--- src/hdl/fru_dec_pkg.sv ---
// Shared types, constants and the BCD-plus character table for the FRU area
// type/length field decoder. No dependencies; imported by every module.

package fru_dec_pkg;

  // Size limits of the decoder.
  localparam int AREA_BYTES = 256;
  localparam int MAX_FIELDS = 8;
  localparam int AREA_UNITS = AREA_BYTES / 8;

  // Byte position and area length must hold the area size and any start offset.
  localparam int POS_W = ($clog2(AREA_BYTES) + 1 > 9) ? $clog2(AREA_BYTES) + 1 : 9;
  localparam int CNT_W = 4;
  localparam int REM_W = 6;

  localparam int BYTE_W   = 8;
  localparam int EVENT_W  = 3;
  localparam int INDEX_W  = 3;
  localparam int CFG_IDX_W = 1;

  // Configuration register indexes.
  localparam logic [CFG_IDX_W-1:0] REG_FIELD_START = 1'd0;
  localparam logic [CFG_IDX_W-1:0] REG_FIELD_TOTAL = 1'd1;

  localparam logic [BYTE_W-1:0] FIELD_START_RESET = 8'd3;
  localparam logic [CNT_W-1:0]  FIELD_TOTAL_RESET = 4'd2;

  // Field types from bits 7..6 of a type/length byte.
  localparam logic [1:0] KIND_BINARY = 2'd0;
  localparam logic [1:0] KIND_BCD    = 2'd1;
  localparam logic [1:0] KIND_PACKED = 2'd2;
  localparam logic [1:0] KIND_TEXT   = 2'd3;

  typedef enum logic [EVENT_W-1:0] {
    EV_NONE    = 3'd0,
    EV_CHAR    = 3'd1,
    EV_SKIP    = 3'd2,
    EV_BADLEN  = 3'd3,
    EV_OVERRUN = 3'd4
  } event_t;

  typedef struct packed {
    logic [BYTE_W-1:0] field_start;
    logic [CNT_W-1:0]  field_total;
  } cfg_t;

  typedef struct packed {
    event_t             ev;
    logic [BYTE_W-1:0]  char_code;
    logic [INDEX_W-1:0] field_index;
    logic               last_in_field;
    logic               last_of_area;
  } result_t;

  function automatic logic [BYTE_W-1:0] bcd_plus_char(input logic [3:0] nib);
    logic [BYTE_W-1:0] ch;
    case (nib)
      4'hA:    ch = 8'h20;  // space
      4'hB:    ch = 8'h2D;  // '-'
      4'hC:    ch = 8'h2E;  // '.'
      4'hD:    ch = 8'h3A;  // ':'
      4'hE:    ch = 8'h2C;  // ','
      4'hF:    ch = 8'h5F;  // '_'
      default: ch = 8'h30 + {4'h0, nib};
    endcase
    return ch;
  endfunction

endpackage

--- src/hdl/fru_dec_step.sv ---
// Parse state registers and the per-byte decode logic of the FRU field decoder.
// Depends on fru_dec_pkg.

module fru_dec_step (
  input  logic                        clk,
  input  logic                        rst,
  input  logic                        step_en,
  input  logic [fru_dec_pkg::BYTE_W-1:0] byte_in,
  input  logic                        begin_in,
  input  fru_dec_pkg::cfg_t           cfg,
  output fru_dec_pkg::result_t        res
);
  import fru_dec_pkg::*;

  localparam logic [POS_W-1:0] POS_MAX = '1;

  logic [POS_W-1:0] byte_position, byte_position_next;
  logic [POS_W-1:0] area_length, area_length_next;
  logic [CNT_W-1:0] fields_done, fields_done_next;
  logic [REM_W-1:0] field_remaining, field_remaining_next;
  logic [1:0]       field_kind, field_kind_next;
  logic             parse_active, parse_active_next;

  // Current state as seen by this byte, after a possible restart.
  logic [POS_W-1:0] pos, alen;
  logic [CNT_W-1:0] done, done_inc, total;
  logic [REM_W-1:0] rem;
  logic [1:0]       kind;
  logic             active;
  logic [BYTE_W-1:0] start;
  logic [10:0]      len_bytes;
  logic [1:0]       tl_kind;
  logic [REM_W-1:0] tl_len;
  logic             overrun;

  always_comb begin
    pos    = begin_in ? '0 : byte_position;
    alen   = begin_in ? '0 : area_length;
    done   = begin_in ? '0 : fields_done;
    rem    = begin_in ? '0 : field_remaining;
    kind   = begin_in ? '0 : field_kind;
    active = begin_in || parse_active;

    done_inc  = done + 1'b1;
    total     = (cfg.field_total > CNT_W'(MAX_FIELDS)) ? CNT_W'(MAX_FIELDS)
                                                       : cfg.field_total;
    start     = (cfg.field_start < 8'd2) ? 8'd2 : cfg.field_start;
    len_bytes = {byte_in, 3'b000};
    tl_kind   = byte_in[7:6];
    tl_len    = byte_in[REM_W-1:0];
    overrun   = ((POS_W+1)'(pos) + (POS_W+1)'(tl_len)) >= (POS_W+1)'(alen);

    byte_position_next   = byte_position;
    area_length_next     = area_length;
    fields_done_next     = fields_done;
    field_remaining_next = field_remaining;
    field_kind_next      = field_kind;
    parse_active_next    = parse_active;
    res = '{ev: EV_NONE, char_code: '0, field_index: '0,
            last_in_field: 1'b0, last_of_area: 1'b0};

    if (step_en) begin
      byte_position_next   = pos;
      area_length_next     = alen;
      fields_done_next     = done;
      field_remaining_next = rem;
      field_kind_next      = kind;
      parse_active_next    = active;

      if (active) begin
        byte_position_next = (pos == POS_MAX) ? pos : pos + 1'b1;
        if (pos == '0) begin
          // Byte 0 carries the format version and is not checked.
        end else if (pos == POS_W'(1)) begin
          area_length_next = POS_W'(len_bytes);
          if (len_bytes == '0 || 32'(byte_in) > AREA_UNITS) begin
            parse_active_next = 1'b0;
            res.ev           = EV_BADLEN;
            res.last_of_area = 1'b1;
          end else if (total == '0) begin
            parse_active_next = 1'b0;
          end
        end else if (pos < POS_W'(start)) begin
          // Header bytes ahead of the first field.
        end else if (rem == '0) begin
          if (done >= total) begin
            parse_active_next = 1'b0;
          end else if (overrun) begin
            parse_active_next = 1'b0;
            res.ev           = EV_OVERRUN;
            res.field_index  = done[INDEX_W-1:0];
            res.last_of_area = 1'b1;
          end else begin
            field_kind_next      = tl_kind;
            field_remaining_next = tl_len;
            if (tl_len == '0 || tl_kind == KIND_BINARY || tl_kind == KIND_PACKED) begin
              fields_done_next  = done_inc;
              res.ev            = EV_SKIP;
              res.field_index   = done[INDEX_W-1:0];
              res.last_in_field = 1'b1;
              if (done_inc >= total) begin
                parse_active_next = 1'b0;
                res.last_of_area  = 1'b1;
              end
            end
          end
        end else begin
          field_remaining_next = rem - 1'b1;
          // Data of binary and packed fields passes silently.
          if (kind == KIND_BCD || kind == KIND_TEXT) begin
            res.ev          = EV_CHAR;
            res.char_code   = (kind == KIND_BCD) ? bcd_plus_char(byte_in[3:0]) : byte_in;
            res.field_index = done[INDEX_W-1:0];
            if (rem == REM_W'(1)) begin
              res.last_in_field = 1'b1;
              fields_done_next  = done_inc;
              if (done_inc >= total) begin
                parse_active_next = 1'b0;
                res.last_of_area  = 1'b1;
              end
            end
          end
        end
      end
    end
  end

  always_ff @(posedge clk) begin
    if (rst) begin
      byte_position   <= '0;
      area_length     <= '0;
      fields_done     <= '0;
      field_remaining <= '0;
      field_kind      <= '0;
      parse_active    <= 1'b0;
    end else begin
      byte_position   <= byte_position_next;
      area_length     <= area_length_next;
      fields_done     <= fields_done_next;
      field_remaining <= field_remaining_next;
      field_kind      <= field_kind_next;
      parse_active    <= parse_active_next;
    end
  end

endmodule

--- src/hdl/fru_area_field_decoder.sv ---
// Top level of the FRU area type/length field decoder: configuration registers,
// input register, output register and the decode stage. Depends on fru_dec_pkg
// and fru_dec_step.
//
// Usage:
//   Bytes of one FRU inventory area arrive on the input channel (area_byte,
//   area_begin with in_valid/in_stall); area_begin marks byte 0 and restarts
//   parsing at any time. Every accepted byte yields exactly one transaction on
//   the output channel (out_valid/out_stall) carrying event_res, char_code,
//   field_index, last_in_field and last_of_area.
//   The byte is captured in the input register, and the decode stage writes
//   its result into the output register when it advances. Throughput is one
//   byte per cycle while the receiver does not stall; the parse state is updated
//   once per byte in the decode stage, which is the only loop.
//   When the receiver stalls, the result is held in the output register and the
//   next byte waits in the input register; in_stall rises only when both are
//   full. The user must write the configuration port (cfg_write, cfg_index,
//   cfg_data) only while no transaction is in flight; no logic enforces it.
//   Synchronous reset empties both registers, returns the parser to idle and
//   loads field_start = 3 and field_total = 2.

module fru_area_field_decoder (
  input  logic                            clk,
  input  logic                            rst,
  input  logic                            in_valid,
  output logic                            in_stall,
  input  logic [7:0]                      area_byte,
  input  logic                            area_begin,
  output logic                            out_valid,
  input  logic                            out_stall,
  output logic [2:0]                      event_res,
  output logic [7:0]                      char_code,
  output logic [2:0]                      field_index,
  output logic                            last_in_field,
  output logic                            last_of_area,
  input  logic                            cfg_write,
  input  logic [fru_dec_pkg::CFG_IDX_W-1:0] cfg_index,
  input  logic [7:0]                      cfg_data
);
  import fru_dec_pkg::*;

  cfg_t              cfg;
  logic              hold_valid;
  logic [BYTE_W-1:0] hold_byte;
  logic              hold_begin;
  logic              advance;
  logic              accept;
  result_t           step_res;
  result_t           out_res;

  assign advance  = hold_valid && (!out_valid || !out_stall);
  assign in_stall = hold_valid && !advance;
  assign accept   = in_valid && !in_stall;

  always_ff @(posedge clk) begin
    if (rst) begin
      cfg.field_start <= FIELD_START_RESET;
      cfg.field_total <= FIELD_TOTAL_RESET;
    end else if (cfg_write) begin
      case (cfg_index)
        REG_FIELD_START: cfg.field_start <= cfg_data;
        REG_FIELD_TOTAL: cfg.field_total <= cfg_data[CNT_W-1:0];
        default: ;
      endcase
    end
  end

  always_ff @(posedge clk) begin
    if (rst) begin
      hold_valid <= 1'b0;
      out_valid  <= 1'b0;
    end else begin
      if (accept) begin
        hold_valid <= 1'b1;
      end else if (advance) begin
        hold_valid <= 1'b0;
      end
      if (advance) begin
        out_valid <= 1'b1;
      end else if (!out_stall) begin
        out_valid <= 1'b0;
      end
    end
  end

  always_ff @(posedge clk) begin
    if (accept) begin
      hold_byte  <= area_byte;
      hold_begin <= area_begin;
    end
    if (advance) begin
      out_res <= step_res;
    end
  end

  fru_dec_step u_step (
    .clk      (clk),
    .rst      (rst),
    .step_en  (advance),
    .byte_in  (hold_byte),
    .begin_in (hold_begin),
    .cfg      (cfg),
    .res      (step_res)
  );

  assign event_res     = out_res.ev;
  assign char_code     = out_res.char_code;
  assign field_index   = out_res.field_index;
  assign last_in_field = out_res.last_in_field;
  assign last_of_area  = out_res.last_of_area;

endmodule

--- config.mk ---
export PLATFORM = sky130hd
export DESIGN_NAME = fru_area_field_decoder
export DESIGN_NICKNAME = d
export VERILOG_FILES = /design/src/hdl/fru_dec_pkg.sv /design/src/hdl/fru_dec_step.sv /design/src/hdl/fru_area_field_decoder.sv
export SDC_FILE = /design/constraint.sdc
export NUM_CORES = 1
export LEC_CHECK = 0
export BUFFER_PORTS_ARGS = -buffer_cell sky130_fd_sc_hd__buf_2
export CAP_MARGIN = 20
export CORE_MARGIN = 1.5
export CORE_UTILIZATION = 45
export DETAILED_ROUTE_END_ITERATION = 10
export GPL_TIMING_DRIVEN = 0
export MAX_ROUTING_LAYER = met4
export PLACE_DENSITY_LB_ADDON = 0.08
export SYNTH_ARGS = -nofsm -noshare
export SYNTH_HDL_FRONTEND = slang
export SYNTH_HIERARCHICAL = 1
export SYNTH_SLANG_ARGS = --single-unit
export TNS_END_PERCENT = 100
--- constraint.sdc ---
create_clock -name clk -period 4.9 [get_ports clk]
set_clock_uncertainty 0.2 [all_clocks]
set_input_delay 0.245 -clock clk [delete_from_list [all_inputs] [get_ports clk]]
set_output_delay 0.245 -clock clk [all_outputs]
set_load 0.01 [all_outputs]
Word level (Yosys, flattened, before mapping):

Cells that the tools add are included.

* flip-flop bits (word level): 70
* latch bits: 0
* memory bits (writable): 0
* bits in read-only memories: 0
* bits of input ports: 23
* logic and storage cells: 144
* memories: 0

* add/subtract/negate cells: 5
* multipliers: 0
* divide/modulo/power cells: 0
* magnitude comparators: 7
* equal/unequal tests: 13
* shift operators: 0
* muxes and demuxes: 74
* bitwise gates (word level): 3
* reductions and logical operators: 25

Operator list (number)
* 9-bit two-way mux: 7
* 4-bit two-way mux: 12
* 6-bit two-way mux: 8
* 8-bit case mux with 6 select lines: 1
* 4-bit equality test, second input constant: 6
* 8-bit two-way mux: 3
* 1-bit two-way mux: 22
* 2-bit two-way mux: 11
* 16-bit two-way mux: 1
* 3-bit two-way mux: 5
* 5-bit two-way mux: 3
* 14-bit two-way mux: 1
* 6-bit zero test: 2
* 9-bit by 6-bit adder with 10-bit output: 1
* 10-bit by 9-bit greater-or-equal comparator with 1-bit output: 1
* 9-bit by 1-bit adder with 9-bit output, second input constant: 1
* 9-bit by 1-bit equality test with 1-bit output, second input constant: 1
* 9-bit equality test, second input constant: 1
* 9-bit zero test: 1
* 9-bit by 8-bit < comparator with 1-bit output: 1
* 4-bit greater-or-equal comparator: 2
* 8-bit by 6-bit greater-than comparator with 1-bit output, second input constant: 1
* 8-bit zero test: 1
* 8-bit by 2-bit < comparator with 1-bit output, second input constant: 1
* other kinds (19): 33

Longest topological paths before layout:

* depth in word-level cells: 12
* gate-level depth with buffers: 20

By module:

The synthesis kept the hierarchy.

By module, submodules not included
* fru_dec_step: instances 1, cells an instance 432, area each 3146.8 um^2, seq. area each 620.6 um^2
* fru_area_field_decoder: instances 1, cells an instance 85, area each 1336.3 um^2, seq. area each 1031.0 um^2

Worst setup path before layout:

No wires, ideal clock.

* kind: flip-flop to flip-flop
* start: reg hold_begin
* end: reg u_step.field_remaining[0]
* setup time: 132 ps
* arrival: 4171 ps
* data required time: 4568 ps
* setup slack: 397 ps
* cell stages (with the launch flop): 21
* path buffers: 1
* period minus slack after synthesis: 4503 ps
* path through: edfxtp_1 > buf_6 > nor2b_4 > ha_1 > ha_1 > a21oi_1 > maj3_1 > o21ai_1 > maj3_1 > a21oi_1 > or3_1 > a21oi_1 > ha_1 > a211oi_1 > o211ai_1 > a41o_1 > and2_1 > a211o_1 > or3_1 > a21oi_1 > o32ai_1

* longest elaborated chain between the ends: 10
* elaborated cells between the ends (all ways): 20

Ends and longest elaborated chain
* start, declared: RTL line fru_area_field_decoder.sv:45 `logic hold_begin;`
* start signal, assigned: RTL line fru_area_field_decoder.sv:89 `hold_begin <= area_begin;`
* 9-bit two-way mux: RTL line fru_dec_step.sv:37 `pos = begin_in ? '0 : byte_position;`
* 9-bit by 6-bit adder with 10-bit output: RTL line fru_dec_step.sv:51 `overrun = ((POS_W+1)'(pos) + (POS_W+1)'(tl_len)) >= (POS_W+1)'(alen);`
* 10-bit by 9-bit greater-or-equal comparator with 1-bit output: RTL line fru_dec_step.sv:51
* 6-bit two-way mux: RTL line fru_dec_step.sv:88 `end else if (overrun) begin`
* 6-bit two-way mux: RTL line fru_dec_step.sv:86 `if (done >= total) begin`
* 6-bit two-way mux: RTL line fru_dec_step.sv:85 `end else if (rem == '0) begin`
* 6-bit two-way mux: RTL line fru_dec_step.sv:83 `end else if (pos < POS_W'(start)) begin`
* 6-bit two-way mux: RTL line fru_dec_step.sv:74 `end else if (pos == POS_W'(1)) begin`
* 6-bit two-way mux: RTL line fru_dec_step.sv:72 `if (pos == '0) begin`
* 6-bit two-way mux *: RTL line fru_dec_step.sv:70 `if (active) begin`
* end signal, assigned: RTL line fru_dec_step.sv:140 `field_remaining <= field_remaining_next;`
* end, declared: RTL line fru_dec_step.sv:20 `logic [REM_W-1:0] field_remaining, field_remaining_next;`

Every way passes the cells marked *; elsewhere a longest branch is shown, timed or not.
A chain may end at the register's enable or synchronous reset.

Worst setup path after layout:

Ends and elaborated chain as after synthesis.

==> metrics.md <==
| Metric | Value |
|---|---|
| Detailed Place HPWL | `8631 microns` |
| Clock slew seen by the registers of the worst setup and hold paths | `0.08 ns` |
| Hold EP | `cfg[0]` |
| Post-synth EDFFs | `25` |
| Clock Path Buffers | `2` |
| Final setup TNS | `0 ns` |
| Top cell type's share of synthesized area | `0.2009` |
| Synth Area in Compound Gates | `0.1987` |
| Die width | `102.8 microns` |
| Most frequent cell after synthesis | `nand2_1` |
| CTS tree | `built` |
| Hold Violations, Final | `0` |
| Slew Limit Headroom | `0.2894` |
| RSZ-0062 raised after global routing | `false` |
| Post-synthesis mux area share | `0.02735` |
| WL/cell | `16.35 microns` |
| Initial DRC Count | `198` |
| Finished Core Util | `0.5553` |
| Initial core utilization | `0.4608` |
| Final setup vio count | `0` |
| Total power | `1.328 mW` |
| Port buffer count | `40` |
| Mean Syn Cell Area | `8.671 sq um` |
| First-pass GRT wire length | `19310 microns` |
| Worst vdd ir | `0.0001835 V` |
| Fmax | `215.2 MHz` |
| CP max-delay cell | `edfxtp_1` |
| R2r setup slk | `0.25 ns` |
| Post-place setup slack | `-0.4344 ns` |
| Delay-heaviest family, CP | `compound AO/OA/AOI/OAI gates` |
| Xor and xnor area share after synthesis | `0.03321` |
| Clock latency on the worst-skew pair | `0.35 ns` |
| Final WS setup | `0.2537 ns` |
| Number of synthesized register bits | `70` |
| Post-synth top cells | `58 x nand2_1, 49 x nor2_1, 45 x dfxtp_1` |
| FF-to-FF path depth | `20` |
| Netlist area before placement | `0.004483 sq mm` |
| Cell Chain, Critical Path | `buf_6 > nor2b_4 > xor2_1 > ha_1 > a21oi_2 > maj3_1 > o21ai_2 > maj3_1 > a21oi_1 > or3_1 > a21oi_2 > ha_4 > a211oi_2 > o211ai_1 > a41o_1 > and2_4 > a211o_4 > or3_1 > a21oi_1 > o32ai_1` |
| Number of vias per cell | `5.562` |
| Arr. time, crit path | `4.66 ns` |
| Net count, final | `649` |
| Worst Setup End Kind | `flop` |
| Gate Count Post-Synth | `517` |
| Die height | `102.8 microns` |
| Largest net degree at the start of global routing | `20` |
| Sequential area share after synthesis | `0.3684` |
| Grt ovf | `0` |
| Adder-Cell Fraction of Synth Area | `0.09657` |
| Area leader, netlist | `dfxtp_1` |
| Yosys Warn Count | `6` |
| Final period utilization | `0.9482` |
| Min-delay src | `cfg_index` |
| Largest family of logic cells by synthesized area | `simple AND/OR/NAND/NOR gates` |
| Outcome | `completed` |
| # diodes | `0` |
| Total wire length | `11950 microns` |
| Pwr per Cell Area | `245.9 mW/mm^2` |
| Slew at the pin closest to its max-slew limit | `1.058 ns` |
| Worst r2r dst | `u_step/field_remaining[0]` |
| Row count | `36` |
| Final antenna-violating net count | `0` |
| Root Buffer | `clkbuf_8` |
| Crit start category | `flop` |
| Vias in the first global route | `3757` |
| Antenna violations before repair | `0` |
| CP max stage delay | `0.38 ns` |
| Proportion of layout cells with a drive suffix above 1 | `0.1689` |
| Period minus WS final | `4.646 ns` |
| Core area | `0.009729 sq mm` |
| Hold Path Class | `in -> reg` |
| Die area | `0.01057 sq mm` |
| Worst EP required | `4.91 ns` |
| Hold depth | `3` |
| Syn Nets | `573` |
| CP bufs+invs | `1` |
| Area delta synth->final | `20.51%` |
| Placer Congestion | `0.9230` |
| Top_reg_cell synth | `dfxtp_1` |
| Filler cell count | `955` |
| Slew Viols, Final | `0` |
| Synth unique cells | `63` |
| Max Cap Viol | `0` |
| Top-Level Pins | `41` |
| H-tree lvl count | `3` |
| WS Path Type | `reg -> reg` |
| First drt pass iteration count | `5` |
| Crit Reg-Reg Startpoint | `hold_begin` |
| Synth top area cells | `dfxtp_1 20%, edfxtp_1 17%, ha_1 9.2%` |
| Clock sinks | `70` |
| Crit-path max FO | `8` |
| Tot GR Track Use | `0.2472` |
| Remaining routing DRC violations | `0` |
| Vias | `4066` |
| Static leakage | `2.112 nW` |
| Simple-gate share of the synthesized area | `0.2238` |
| CTS buffer count | `9` |
| Post-synth ARST share | `0` |
-- registers in the layout, summed over array words and instances (netlist names) --
| name | cells |
|---|---|
| u_step/byte_position | 9 |
| u_step/area_length | 9 |
| hold_byte | 8 |
| last_of_area | 1 |
| hold_begin | 1 |
| field_index | 3 |
| u_step/parse_active | 1 |
| cfg | 12 |
| out_valid | 1 |
| last_in_field | 1 |
| char_code | 8 |
| hold_valid | 1 |
| u_step/fields_done | 4 |
| u_step/field_kind | 2 |
| u_step/field_remaining | 6 |
| event_res | 3 |
-- worst max path at each step --
| stage | slack (ns) | endpoint | startpoint | depth (start not counted) |
|---|---|---|---|---|
| floorplan | 0.40 | u_step/field_remaining[0] | hold_begin | 20 |
| global placement | -0.44 | u_step/field_remaining[2] | hold_begin | 18 |
| detailed placement | -0.43 | u_step/field_remaining[2] | hold_begin | 18 |
| CTS | 0.04 | u_step/fields_done[0] | hold_begin | 20 |
| global route | 0.04 | u_step/field_remaining[0] | hold_begin | 20 |
| finish | 0.25 | u_step/field_remaining[0] | hold_begin | 20 |
-- final cells by class --
type                    instances  area [sq um]  area share
clock buffers                  16         234.0     0.04331
flip-flops and latches         70          1653      0.3059
plain buffers                  24         128.9     0.02385
well taps                     133         166.4     0.03080
inverters                      28         105.1     0.01945
repair buffers                 66         445.4     0.08245
multi-input cells             394          2670      0.4942
-- power by group --
group | switching (mW) | internal (mW)
Clock | 0.219 | 0.305
Combinational | 0.103 | 0.0732
Sequential | 0.0111 | 0.617
-- metal layers --
metal	routed length, microns	share of wire	global-route usage	up-vias
li1	-	-	-	2020
met1	5587	0.47	0.3240	1931
met2	5577	0.47	0.3902	98
met3	563	0.047	0.04542	17
met4	223	0.019	0.07484	0
met5	0	0	-	-
-- kinds of logic after synthesis --
logic type / after synthesis
xor gates and xnor gates: 17
DFF: 70
and+or+nand+nor: 201
adders and majority gates: 35
AOI/OAI and AO/OA: 129
muxes: 12
buffers and inverters: 53
-- per-stage QoR --
step,instances,hold WS [ns],cell area (sq um)
global route,731,0.02642,5403
finish,731,0.02191,5403
floorplan,517,0.1439,4483
detailed placement,691,0.2231,4868
global placement,690,0.2214,4850
CTS,725,0.01015,5320
-- worst reg2reg max path, stage by stage (launching register included) --
cell and delay [ns]:
edfxtp_1 0.38, buf_6 0.16, nor2b_4 0.15, xor2_1 0.17, ha_1 0.18, a21oi_2 0.05, maj3_1 0.38, o21ai_2 0.18
maj3_1 0.19, a21oi_1 0.10, or3_1 0.37, a21oi_2 0.16, ha_4 0.23, a211oi_2 0.22, o211ai_1 0.12, a41o_1 0.25
and2_4 0.19, a211o_4 0.30, or3_1 0.32, a21oi_1 0.14, o32ai_1 0.09
-- layout by cell type, fill, tap and decap left out, types with 10 or more instances in the layout --
cell / instances
clkbuf_8: 11
dfxtp_1: 44
buf_2: 46
xnor2_1: 12
edfxtp_1: 25
ha_1: 31
nand2_1: 58
mux2i_1: 10
dlygate4sd3_1: 17
inv_1: 26
nor2_1: 49
o21ai_0: 21
nand3_1: 15
nand2b_1: 15
clkbuf_1: 15
nor2b_1: 12
a21oi_1: 29
-- repair_timing --
action,4_1_cts,5_1_grt
endpoints found under the setup margin,17,15
endpoints found under the hold margin,19,0
resized for setup,8,8
pin swaps,0,8
buffers inserted,2,6
hold buffers,17,0
(Power assumes the default switching activity.)
